File: src/design/cpc_pkg.sv
package cpc_pkg;

   localparam int COEF_W  = 32;
   localparam int GAMMA_W = 48;
   localparam int IDX_W   = 3;
   localparam int TCOEF_W = 12;
   localparam int PROD_W  = GAMMA_W + TCOEF_W;
   localparam int SUM_W   = PROD_W + 1;

   localparam logic [IDX_W-1:0] DEGREE_RESET  = 3'd7;
   localparam logic [IDX_W-1:0] DEGREE_FLOOR  = 3'd1;
   localparam logic [IDX_W-1:0] FIRST_REC_DEG = 3'd2;

   localparam logic signed [GAMMA_W-1:0] Q48_MAX = 48'sh7FFF_FFFF_FFFF;
   localparam logic signed [GAMMA_W-1:0] Q48_MIN = -48'sh8000_0000_0000;

   typedef enum logic [2:0] {
      ST_IDLE,
      ST_INIT,
      ST_ACC_MUL,
      ST_ACC_ADD,
      ST_GAM_MUL,
      ST_GAM_OUT
   } seq_state_type;

   typedef struct packed {
      logic             load;
      logic [IDX_W-1:0] load_idx;
      logic             init;
      logic             acc_sel;
      logic             mul_go;
      logic             acc_wr;
      logic             gam_wr;
      logic             last;
      logic [IDX_W-1:0] k;
      logic [IDX_W-1:0] i;
      logic [IDX_W-1:0] j;
   } cpc_ctrl_type;

   // Coefficient of x^i in the Chebyshev polynomial T_k.
   function automatic logic signed [TCOEF_W-1:0] cheb_coef(input logic [IDX_W-1:0] k,
                                                          input logic [IDX_W-1:0] i);
      logic signed [TCOEF_W-1:0] v;
      v = '0;
      case ({k, i})
         6'o00: v = 12'sd1;
         6'o11: v = 12'sd1;
         6'o20: v = -12'sd1;
         6'o22: v = 12'sd2;
         6'o31: v = -12'sd3;
         6'o33: v = 12'sd4;
         6'o40: v = 12'sd1;
         6'o42: v = -12'sd8;
         6'o44: v = 12'sd8;
         6'o51: v = 12'sd5;
         6'o53: v = -12'sd20;
         6'o55: v = 12'sd16;
         6'o60: v = -12'sd1;
         6'o62: v = 12'sd18;
         6'o64: v = -12'sd48;
         6'o66: v = 12'sd32;
         6'o71: v = -12'sd7;
         6'o73: v = 12'sd56;
         6'o75: v = -12'sd112;
         6'o77: v = 12'sd64;
         default: v = '0;
      endcase
      return v;
   endfunction

   // Binomial coefficient C(i, j) for j from 0 to i.
   function automatic logic signed [TCOEF_W-1:0] binom(input logic [IDX_W-1:0] i,
                                                      input logic [IDX_W-1:0] j);
      logic signed [TCOEF_W-1:0] v;
      v = 12'sd1;
      case ({i, j})
         6'o21: v = 12'sd2;
         6'o31: v = 12'sd3;
         6'o32: v = 12'sd3;
         6'o41: v = 12'sd4;
         6'o42: v = 12'sd6;
         6'o43: v = 12'sd4;
         6'o51: v = 12'sd5;
         6'o52: v = 12'sd10;
         6'o53: v = 12'sd10;
         6'o54: v = 12'sd5;
         6'o61: v = 12'sd6;
         6'o62: v = 12'sd15;
         6'o63: v = 12'sd20;
         6'o64: v = 12'sd15;
         6'o65: v = 12'sd6;
         6'o71: v = 12'sd7;
         6'o72: v = 12'sd21;
         6'o73: v = 12'sd35;
         6'o74: v = 12'sd35;
         6'o75: v = 12'sd21;
         6'o76: v = 12'sd7;
         default: v = 12'sd1;
      endcase
      return v;
   endfunction

endpackage

File: src/design/cpc_mac.sv
module cpc_mac
   import cpc_pkg::*;
(
   input  logic                      clock,
   input  logic                      mul_go,
   input  logic signed [GAMMA_W-1:0] mul_a,
   input  logic signed [TCOEF_W-1:0] mul_b,
   input  logic                      sym_clamp,
   input  logic signed [GAMMA_W-1:0] addend,
   output logic signed [GAMMA_W-1:0] result,
   output logic                      sat
);

   localparam logic signed [SUM_W-1:0] SumMax    = SUM_W'(Q48_MAX);
   localparam logic signed [SUM_W-1:0] SumMin    = SUM_W'(Q48_MIN);
   localparam logic signed [SUM_W-1:0] SumMinSym = -SUM_W'(Q48_MAX);

   logic signed [PROD_W-1:0] prod_ff;
   logic                     sym_ff;
   logic signed [SUM_W-1:0]  sum;
   logic signed [SUM_W-1:0]  low;

   always_ff @(posedge clock) begin
      if (mul_go) begin
         prod_ff <= PROD_W'(mul_a) * PROD_W'(mul_b);
         sym_ff  <= sym_clamp;
      end
   end

   // A negated term is clamped symmetrically, which matches clamping
   // the plain product first and then negating it with saturation.
   always_comb begin
      sum = SUM_W'(prod_ff) + SUM_W'(addend);
      low = sym_ff ? SumMinSym : SumMin;
      if (sum > SumMax) begin
         result = Q48_MAX;
         sat    = 1'b1;
      end else if (sum < low) begin
         result = GAMMA_W'(low);
         sat    = 1'b1;
      end else begin
         result = sum[GAMMA_W-1:0];
         sat    = 1'b0;
      end
   end

endmodule

File: src/design/cpc_seq.sv
module cpc_seq
   import cpc_pkg::*;
(
   input  logic             clock,
   input  logic             reset,
   input  logic             req_valid,
   output logic             req_ready,
   input  logic             csr_write,
   input  logic             out_free,
   input  logic [IDX_W-1:0] used_deg,
   output cpc_ctrl_type     ctrl
);

   seq_state_type    state_ff, state_in;
   logic [IDX_W-1:0] count_ff, count_in;
   logic [IDX_W-1:0] k_ff, k_in;
   logic [IDX_W-1:0] i_ff, i_in;
   logic [IDX_W-1:0] j_ff, j_in;

   always_ff @(posedge clock) begin
      if (reset) begin
         state_ff <= ST_IDLE;
         count_ff <= '0;
         k_ff     <= '0;
         i_ff     <= '0;
         j_ff     <= '0;
      end else begin
         state_ff <= state_in;
         count_ff <= count_in;
         k_ff     <= k_in;
         i_ff     <= i_in;
         j_ff     <= j_in;
      end
   end

   always_comb begin
      state_in      = state_ff;
      count_in      = count_ff;
      k_in          = k_ff;
      i_in          = i_ff;
      j_in          = j_ff;
      req_ready     = 1'b0;
      ctrl          = '0;
      ctrl.load_idx = count_ff;
      ctrl.k        = k_ff;
      ctrl.i        = i_ff;
      ctrl.j        = j_ff;

      unique case (state_ff)
         ST_IDLE: begin
            req_ready = 1'b1;
            if (req_valid) begin
               ctrl.load = 1'b1;
               if (count_ff == used_deg) begin
                  count_in = '0;
                  state_in = ST_INIT;
               end else begin
                  count_in = count_ff + 3'd1;
               end
            end
         end
         ST_INIT: begin
            ctrl.init = 1'b1;
            k_in      = FIRST_REC_DEG;
            i_in      = '0;
            j_in      = '0;
            state_in  = (used_deg == DEGREE_FLOOR) ? ST_GAM_MUL : ST_ACC_MUL;
         end
         ST_ACC_MUL: begin
            ctrl.acc_sel = 1'b1;
            ctrl.mul_go  = 1'b1;
            state_in     = ST_ACC_ADD;
         end
         ST_ACC_ADD: begin
            ctrl.acc_sel = 1'b1;
            ctrl.acc_wr  = 1'b1;
            state_in     = ST_ACC_MUL;
            if (i_ff == k_ff) begin
               i_in = '0;
               if (k_ff == used_deg) begin
                  j_in     = '0;
                  state_in = ST_GAM_MUL;
               end else begin
                  k_in = k_ff + 3'd1;
               end
            end else begin
               i_in = i_ff + 3'd1;
            end
         end
         ST_GAM_MUL: begin
            ctrl.mul_go = 1'b1;
            state_in    = ST_GAM_OUT;
         end
         ST_GAM_OUT: begin
            ctrl.last = (i_ff == used_deg) && (j_ff == i_ff);
            if (out_free) begin
               ctrl.gam_wr = 1'b1;
               state_in    = ST_GAM_MUL;
               if (j_ff == i_ff) begin
                  j_in = '0;
                  if (i_ff == used_deg) begin
                     i_in     = '0;
                     state_in = ST_IDLE;
                  end else begin
                     i_in = i_ff + 3'd1;
                  end
               end else begin
                  j_in = j_ff + 3'd1;
               end
            end
         end
         default: begin
            state_in = ST_IDLE;
         end
      endcase

      if (csr_write) begin
         count_in = '0;
      end
   end

endmodule

File: src/design/chebyshev_to_power_conversion.sv
// Loads degree+1 Chebyshev coefficients (signed Q8.24), one per req transfer, and
// after the last one emits the (d+1)(d+2)/2 gamma terms c_i*C(i,j)*(-1)^(i-j) in
// Q24.24, ordered by i then j, with last_term on the final one; d is the degree
// register clamped to 1..min(MAX_DEGREE,7). One shared multiply-and-saturate unit
// does all arithmetic under a small sequencer, as a registered multiply followed
// by a saturating add: after the last coefficient a setup state copies the first
// two coefficients into the accumulators, then multiply and add states form the
// power coefficients, then a multiply and an output state emit each term, holding
// while rsp is stalled. The block takes no req transfer until the final term is in
// the output register. A degree write restarts loading at coefficient zero.
module chebyshev_to_power_conversion
   import cpc_pkg::*;
#(
   parameter int MAX_DEGREE = 7
) (
   input  logic                      clock,
   input  logic                      reset,
   input  logic                      req_valid,
   output logic                      req_ready,
   input  logic signed [COEF_W-1:0]  req_cheb_coeff,
   output logic                      rsp_valid,
   input  logic                      rsp_ready,
   output logic signed [GAMMA_W-1:0] rsp_gamma_value,
   output logic [IDX_W-1:0]          rsp_power_index,
   output logic [IDX_W-1:0]          rsp_term_index,
   output logic                      rsp_overflow,
   output logic                      rsp_last_term,
   input  logic                      csr_valid,
   output logic                      csr_ready,
   input  logic [IDX_W-1:0]          csr_degree
);

   localparam int UsedMax = (MAX_DEGREE > 7) ? 7 : MAX_DEGREE;
   localparam int Depth   = UsedMax + 1;
   localparam int AddrW   = $clog2(Depth);

   localparam logic [IDX_W-1:0] MaxDeg = IDX_W'(UsedMax);

   logic [IDX_W-1:0]          degree_ff;
   logic [IDX_W-1:0]          used_deg;
   logic signed [COEF_W-1:0]  store_ff [Depth];
   logic signed [GAMMA_W-1:0] accum_ff [Depth];
   logic                      ovf_ff   [Depth];

   cpc_ctrl_type              ctrl;
   logic                      out_free;
   logic [AddrW-1:0]          ka;
   logic [AddrW-1:0]          ia;
   logic                      neg;
   logic signed [TCOEF_W-1:0] nck;
   logic signed [GAMMA_W-1:0] mul_a;
   logic signed [TCOEF_W-1:0] mul_b;
   logic signed [GAMMA_W-1:0] addend;
   logic signed [GAMMA_W-1:0] mac_result;
   logic                      mac_sat;

   logic                      rsp_valid_ff;
   logic signed [GAMMA_W-1:0] rsp_gamma_ff;
   logic [IDX_W-1:0]          rsp_power_ff;
   logic [IDX_W-1:0]          rsp_term_ff;
   logic                      rsp_ovf_ff;
   logic                      rsp_last_ff;

   assign csr_ready = 1'b1;

   always_ff @(posedge clock) begin
      if (reset) begin
         degree_ff <= DEGREE_RESET;
      end else if (csr_valid) begin
         degree_ff <= csr_degree;
      end
   end

   always_comb begin
      if (degree_ff < DEGREE_FLOOR) begin
         used_deg = DEGREE_FLOOR;
      end else if (degree_ff > MaxDeg) begin
         used_deg = MaxDeg;
      end else begin
         used_deg = degree_ff;
      end
   end

   assign out_free = !rsp_valid_ff || rsp_ready;

   cpc_seq u_seq (
      .clock     (clock),
      .reset     (reset),
      .req_valid (req_valid),
      .req_ready (req_ready),
      .csr_write (csr_valid),
      .out_free  (out_free),
      .used_deg  (used_deg),
      .ctrl      (ctrl)
   );

   assign ka  = ctrl.k[AddrW-1:0];
   assign ia  = ctrl.i[AddrW-1:0];
   assign neg = ctrl.i[0] ^ ctrl.j[0];
   assign nck = binom(ctrl.i, ctrl.j);

   always_comb begin
      if (ctrl.acc_sel) begin
         mul_a  = GAMMA_W'(store_ff[ka]);
         mul_b  = cheb_coef(ctrl.k, ctrl.i);
         addend = accum_ff[ia];
      end else begin
         mul_a  = accum_ff[ia];
         mul_b  = neg ? -nck : nck;
         addend = '0;
      end
   end

   cpc_mac u_mac (
      .clock     (clock),
      .mul_go    (ctrl.mul_go),
      .mul_a     (mul_a),
      .mul_b     (mul_b),
      .sym_clamp (!ctrl.acc_sel && neg),
      .addend    (addend),
      .result    (mac_result),
      .sat       (mac_sat)
   );

   always_ff @(posedge clock) begin
      if (ctrl.load) begin
         store_ff[ctrl.load_idx[AddrW-1:0]] <= req_cheb_coeff;
      end
      if (ctrl.init) begin
         for (int e = 0; e < Depth; e++) begin
            ovf_ff[e] <= 1'b0;
            if (e < 2) begin
               accum_ff[e] <= GAMMA_W'(store_ff[e]);
            end else begin
               accum_ff[e] <= '0;
            end
         end
      end else if (ctrl.acc_wr) begin
         accum_ff[ia] <= mac_result;
         ovf_ff[ia]   <= ovf_ff[ia] | mac_sat;
      end
   end

   always_ff @(posedge clock) begin
      if (reset) begin
         rsp_valid_ff <= 1'b0;
      end else if (ctrl.gam_wr) begin
         rsp_valid_ff <= 1'b1;
      end else if (rsp_ready) begin
         rsp_valid_ff <= 1'b0;
      end
   end

   always_ff @(posedge clock) begin
      if (ctrl.gam_wr) begin
         rsp_gamma_ff <= mac_result;
         rsp_power_ff <= ctrl.i;
         rsp_term_ff  <= ctrl.j;
         rsp_ovf_ff   <= mac_sat | ovf_ff[ia];
         rsp_last_ff  <= ctrl.last;
      end
   end

   assign rsp_valid       = rsp_valid_ff;
   assign rsp_gamma_value = rsp_gamma_ff;
   assign rsp_power_index = rsp_power_ff;
   assign rsp_term_index  = rsp_term_ff;
   assign rsp_overflow    = rsp_ovf_ff;
   assign rsp_last_term   = rsp_last_ff;

endmodule
File: config.mk
export PLATFORM = sky130hd
export DESIGN_NAME = chebyshev_to_power_conversion
export DESIGN_NICKNAME = d
export VERILOG_FILES = /design/src/design/cpc_pkg.sv /design/src/design/cpc_mac.sv /design/src/design/cpc_seq.sv /design/src/design/chebyshev_to_power_conversion.sv
export SDC_FILE = /design/constraint.sdc
export NUM_CORES = 2
export LEC_CHECK = 0
export BUFFER_PORTS_ARGS = -buffer_cell sky130_fd_sc_hd__buf_2
export CAP_MARGIN = 20
export CORE_AREA = 2 2 359 361
export DETAILED_ROUTE_END_ITERATION = 8
export DIE_AREA = 0 0 361 363
export GPL_ROUTABILITY_DRIVEN = 0
export PLACE_DENSITY = 0.67
export SYNTH_ARGS = -nofsm -noshare
export SYNTH_HDL_FRONTEND = slang
export SYNTH_SLANG_ARGS = --single-unit
File: constraint.sdc
create_clock -name clock -period 25.8 [get_ports clock]
set_input_delay 1.29 -clock clock [delete_from_list [all_inputs] [get_ports clock]]
set_output_delay 1.29 -clock clock [all_outputs]
set_load 0.01 [all_outputs]
# After elaboration in Yosys (flattened, before gate mapping)

Memory sizes are Yosys's and may differ from the RTL's. A register that Yosys moved wholly into a read port is not among the register bits.
Index checks and enable logic that the tools add are counted.

Flip-flop bits (word level): 136
RAM bits: 648
Bits in read-only memories: 1,152
Output and inout port bits: 59
Memories kept: 5

Memories:

| name             | depth | width | rd ports | clocked after memory_dff | wr ports | line                                | text |
|---|---|---|---|---|---|---|---|
| (name not given) | 64    | 12    | 1        | 0                        | 0        | cpc_pkg.sv:45                       | `case ({k, i})` |
| (name not given) | 64    | 6     | 1        | 0                        | 0        | cpc_pkg.sv:76                       | `case ({i, j})` |
| accum_ff         | 8     | 48    | 1        | 1                        | 8        | chebyshev_to_power_conversion.sv:42 | `logic signed [GAMMA_W-1:0] accum_ff [Depth];` |
| store_ff         | 8     | 32    | 3        | 1                        | 1        | chebyshev_to_power_conversion.sv:41 | `logic signed [COEF_W-1:0] store_ff [Depth];` |
| ovf_ff           | 8     | 1     | 1        | 1                        | 8        | chebyshev_to_power_conversion.sv:43 | `logic ovf_ff [Depth];` |

Add/sub/neg operators: 6
Multiply operators: 1
Order comparisons: 4
Eq/ne operators: 18
Muxes and demuxes: 64
Bitwise operators: 2
Reductions and logical operators: 19

Operators with widths:

| cell                   | number |
|---|---|
| $mux W48               | 5 |
| $mux W3                | 29 |
| $add A60 B48 Y61       | 1 |
| $gt A61 B48 Y1 const B | 1 |
| $lt A61 B61 Y1         | 1 |
| $mul A48 B12 Y60       | 1 |
| $reduce_or A48 Y1      | 1 |
| $mux W12               | 2 |
| $mux W1                | 23 |
| $pmux W3 S3            | 2 |
| $pmux W3 S6            | 1 |
| $eq A3 B3 Y1           | 5 |
| $add A3 B1 Y3 const B  | 4 |
| $neg A12 Y12           | 1 |
| $reduce_and A3 Y1      | 3 |
| $ne A2 B1 Y1 const B   | 4 |
| $eq A3 B1 Y1 const B   | 2 |
| $eq A3 B2 Y1 const B   | 2 |
| $eq A3 B3 Y1 const B   | 2 |
| $ne A2 B2 Y1 const B   | 3 |
| $pmux W3 S2            | 1 |
| $reduce_or A2 Y1       | 3 |
| $reduce_and A4 Y1      | 1 |
| $reduce_bool A2 Y1     | 2 |
| 12 further kinds       | 14 |

# Depth between registers and ports, before layout

Depth in word-level cells: 10
Gate-level depth with buffers: 38
Mapped depth without buffers: 35

# Hierarchy

Synthesis repeated with hierarchy kept, for this count alone.

Cell total of the unflattened synthesis: 5,184
Area, all modules: 58,143.3 um2

Modules (own cells, without submodules):

| module                        | instances | cells each | area each (um2) |
|---|---|---|---|
| chebyshev_to_power_conversion | 1         | 1,923      | 30,978.5 |
| cpc_mac                       | 1         | 3,136      | 26,138.8 |
| cpc_seq                       | 1         | 125        | 1,026.0 |

# Worst setup path before layout

Ideal clock, no wire load.

Path kind: register to register
Start point: reg u_seq.j_ff[0]
End point: reg u_mac.prod_ff[58] (data pin)
Data arrival time: 8,232 ps
Required time: 25,542 ps
Slack: 17,310 ps
Cell stages (with the launch flop): 36
Path buffers: 3
Path through: dfxtp_1 clkbuf_1 inv_1 ha_1 nor2_1 a211oi_1 a21oi_1 o21ai_0 a21oi_1 a31oi_1 o21bai_1 mux2i_1 o22ai_1 clkbuf_1 clkbuf_1 nand2_1 fa_1 fa_1 inv_1 fa_1 fa_1 inv_1 fa_1 inv_1 ha_1 nand4_1 or4_1 o21ai_0 o21ai_0 a211oi_1 o21ai_0 o31ai_1 a21oi_1 o21a_1 o31a_1 xnor2_1

Word-level cells in the longest chain between the ends: 5
Elaborated cells on any way between the ends: 6
Those cells by class: add/sub (1); mul (1); mux (2); bitwise (1); memory (1)

Ends and longest elaborated chain:

| element                  | line                                 | text |
|---|---|---|
| start: declaration       | cpc_seq.sv:18                        | `logic [IDX_W-1:0] j_ff, j_in;` |
| start signal: assignment | cpc_seq.sv:32                        | `j_ff <= j_in;` |
| $mem_v2 Z64 W6           | --                                   |  |
| $neg A12 Y12             | chebyshev_to_power_conversion.sv:109 | `mul_b = neg ? -nck : nck;` |
| $mux W12 (*)             | chebyshev_to_power_conversion.sv:109 |  |
| $mux W12 (*)             | chebyshev_to_power_conversion.sv:103 | `if (ctrl.acc_sel) begin` |
| $mul A48 B12 Y60 (*)     | cpc_mac.sv:25                        | `prod_ff <= PROD_W'(mul_a) * PROD_W'(mul_b);` |
| end signal: assignment   | cpc_mac.sv:25                        |  |
| end: declaration         | cpc_mac.sv:18                        | `logic signed [PROD_W-1:0] prod_ff;` |

Mark *: on every way between the ends. The rest lies on a longest branch, timed or not.
A chain may end at the register's enable or synchronous reset.

# Final worst setup path

Start point: reg u_seq.i_ff[1]
End point: reg u_mac.prod_ff[58] (data pin)

Word-level cells in the longest chain between the ends: 5
Elaborated cells on any way between the ends: 6
Those cells by class: add/sub (1); mul (1); mux (2); memory (2)

Ends and longest elaborated chain:

| element                  | line                                 | text |
|---|---|---|
| start: declaration       | cpc_seq.sv:17                        | `logic [IDX_W-1:0] i_ff, i_in;` |
| start signal: assignment | cpc_seq.sv:31                        | `i_ff <= i_in;` |
| $mem_v2 Z64 W6           | --                                   |  |
| $neg A12 Y12             | chebyshev_to_power_conversion.sv:109 |  |
| $mux W12                 | chebyshev_to_power_conversion.sv:109 |  |
| $mux W12 (*)             | chebyshev_to_power_conversion.sv:103 |  |
| $mul A48 B12 Y60 (*)     | cpc_mac.sv:25                        |  |

Marked as above.

==> impl_metrics.toml <==
[worst_hold_path]
min_to = "accum_ff[0][9]$_DFFE_PP_"
worstHoldPathType = "flop to flop"
whs_path_depth = 2
worst_hold_startpoint = "store_ff[0][9]$_DFFE_PP_"

[synthesis]
synth_cells = 5124
synthesis.area_sq_um = 56900
synth_top_family_by_area = "adder cells"
synth_seq_cells = 790
synth_cell_types = 89
muxShareOfSynthArea = 0.08386
avgSynthCellArea_sq_um = 11.11
dominantRegCellSynth = "edfxtp_1"
syn-num-nets = 5860
seq_area_frac_synth = 0.4125
synth_xor_area_frac = 0.01770
synthSimpleGateAreaFrac = 0.1185
async_flop_share = 0
synth_edf_count = 765
ys_warn_count = 0
synth_compound_area_frac = 0.08235
synthAdderAreaFrac = 0.2190

[critical_path]
crit_arrival_ns = 11.76
r2r_start = "u_seq.i_ff[1]$_SDFFE_PP0P_"
path_max_fanout = 61
slowest_delay_ns = 0.96
required_ns = 26.22
endpoint_kind = "flop"
slowest_stage = "dfxtp_1"
cpMostUsedCell = "fa_1"
reg2reg_to = "u_mac.prod_ff[58]$_DFFE_PP_"
worstRegToRegCells = 29
reg2reg_slack_ns = 14.46
crit_type = "flop to flop"
start_kind = "flop"

[timing]
period_share = 0.4394
fin_setup_tns_ns = 0
fmax_mhz = 88.21
hold_viol = 0
rsz0062_at_grt = "false"
slew_viol_final = 0
setup_violations = 0
layout_min_cycle_time_ns = 11.34
max_slew_margin = 0.1732
skew_ns = 0.04329
worst_slew_pin_slew_ns = 1.240

[status]
status = "completed"

[placement]
portBuffers = 97
place_hpwl_um = 114500

[cts]
clk_latency_ns = 0.69
clk_path_buf_depth = 3
cts_sinks = 790
cts-hold-fix-buffers = 0
post-cts-setup-buffers = 0
cts_root_buf = "clkbuf_16"
cts_buffers = 77
cts_tree = "yes"
clkTransAtPathRegs_ns = 0.06
htreeDepth = 3
cts_resized = 0

[route]
wl_per_cell_um = 23.19
drcViolationCount = 0
wirelength_um = 159200
dr.pass1.iters = 6
first_iter_violations = 4417
ant_nets = 0
drt-vias-per-instance = 5.785
num_vias = 39708

[pwr]
leakagePower_nw = 25.24
vdd_drop_max_mv = 0.06272
powerDensity_nw_per_um2 = 52.02

[global_routing]
grt_pass1_vias = 39874
antenna_found_initial = 11
grt_max_degree = 62
grt_overflow_total = 0
track_usage = 0.2440
grt_pass1_wl_um = 244000

[die]
placementRows = 131
io_pins = 99
initial_utilization = 0.4479
dieArea_sq_um = 131000
core_area_sq_um = 127000
die-width_um = 361
die_h_um = 363

[final_layout]
fin_util = 0.4884
final_nets = 5878
nFillCells = 11231
regArea_sq_um = 23490
syn2layout_area_growth_pct = 9.035
multi_input_area_sq_um = 30030
drive_gt1_frac = 0.1175

[job]
maxCapViolCount = 0
[metrics by stage]
stage / cells / hold slack (ns) / total power [W] / setup WS [ns] / instance area [sq um]
3_3_place_gp: 6719 / 0.5247 / 0.002107 / 14.81 / 59520
3_5_place_dp: 6721 / 0.5367 / 0.002119 / 14.55 / 59540
2_1_floorplan: 5124 / 0.4582 / 0.001896 / 17.31 / 56900
6_report: 6864 / 0.5484 / 0.003228 / 14.46 / 62040
4_1_cts: 6859 / 0.5462 / 0.003231 / 14.52 / 62010
5_1_grt: 6863 / 0.5783 / 0.003344 / 13.62 / 62040
[cell families (layout without fill, tap and decap cells)]
kind of cell / count (synthesis) / count (layout)
simple gates: 1511 / 1511
fa+ha+maj: 696 / 696
mux: 268 / 268
buf+inv: 993 / 1070
other cells: 1 / 2
compound gates: 750 / 750
flops: 790 / 790
xor+xnor: 115 / 115
[synth_stat cells (46+ instances only)]
library cell  count  area share
a21o_1           73      0.0096
a21oi_1         244       0.021
and2_1          127       0.014
clkbuf_1        203       0.013
edfxtp_1        765        0.40
fa_1            500        0.18
ha_1            196       0.043
inv_1           737       0.049
mux2_2           46      0.0091
mux2i_1          59       0.010
mux4_2          162       0.064
nand2_1         621       0.041
nand4_1          47      0.0052
nor2_1          445       0.029
nor3_1           62      0.0055
o21ai_0         169       0.015
xnor2_1          72       0.011
[routing by layer]
layer | share of wire | up-vias | track usage
li1 | - | 17516 | -
met1 | 0.41 | 19956 | 0.3448
met2 | 0.45 | 1932 | 0.3781
met3 | 0.092 | 298 | 0.03937
met4 | 0.044 | 6 | 0.09730
met5 | 0.00028 | - | 0
[worst max path at each step]
stage / to / startpoint / cells after the start / slack (ns)
floorplan: u_mac.prod_ff[58]$_DFFE_PP_ / u_seq.j_ff[0]$_SDFFE_PP0P_ / 35 / 17.31
global placement: u_mac.prod_ff[58]$_DFFE_PP_ / u_seq.i_ff[1]$_SDFFE_PP0P_ / 29 / 14.81
detailed placement: u_mac.prod_ff[58]$_DFFE_PP_ / u_seq.i_ff[1]$_SDFFE_PP0P_ / 29 / 14.55
CTS: u_mac.prod_ff[58]$_DFFE_PP_ / u_seq.i_ff[1]$_SDFFE_PP0P_ / 29 / 14.52
global route: u_mac.prod_ff[58]$_DFFE_PP_ / u_seq.i_ff[1]$_SDFFE_PP0P_ / 29 / 13.62
finish: u_mac.prod_ff[58]$_DFFE_PP_ / u_seq.i_ff[1]$_SDFFE_PP0P_ / 29 / 14.46
[cell usage in the layout (no fill, tap or decap), types with 21 or more instances in the layout]
cell type and count:
edfxtp_1 765, nand3_1 41, fa_1 500, a21o_1 72
nand4_1 47, nand2b_1 23, mux2i_1 59, xnor2_1 72
xor2_1 43, nand2_1 610, mux2_2 46, o21ai_0 168
buf_2 97, ha_1 196, nor2_1 438, or3_1 21
mux4_2 162, nor3_1 58, nor2b_1 32, a21oi_1 228
and2_1 127, buf_4 92, clkbuf_16 77, a211oi_1 32
inv_1 737
[report_power, final]
group | leakage [nW] | total [W] | internal (W) | switching (W)
Sequential | 7.36 | 0.00149 | 0.00146 | 0.0000230
Combinational | 16.7 | 0.000612 | 0.000192 | 0.000420
Clock | 1.20 | 0.00113 | 0.000611 | 0.000516
[flip-flops by register name, summed over array words and instances, names as in the netlist, 3 cells and up, named ones only]
register and flops:
accum_ff 384, degree_ff 3, ovf_ff 8, rsp_gamma_value 48, rsp_power_index 3, rsp_term_index 3
store_ff 256, u_mac.prod_ff 60, u_seq.count_ff 3, u_seq.i_ff 3, u_seq.j_ff 3, u_seq.k_ff 3
u_seq.state_ff 3
[critical path: cells and delay by family, from the launching register on]
family / cells / cell delay, ns
compound gates: 11 / 3.75
xor+xnor: 1 / 0.12
fa+ha+maj: 7 / 3.20
buf+inv: 5 / 1.71
flops: 1 / 0.96
mux: 1 / 0.34
simple gates: 4 / 0.92
[area by class of cell]
class | instances | area share
antenna | 1 | 0.00004033
clock buffer | 94 | 0.03273
clock inverter | 44 | 0.007099
inverter | 742 | 0.04489
multi-input combinational | 3341 | 0.4840
sequential | 790 | 0.3786
tap | 1662 | 0.03352
timing repair buffer | 190 | 0.01914
Power figures use the tool's default switching activity.
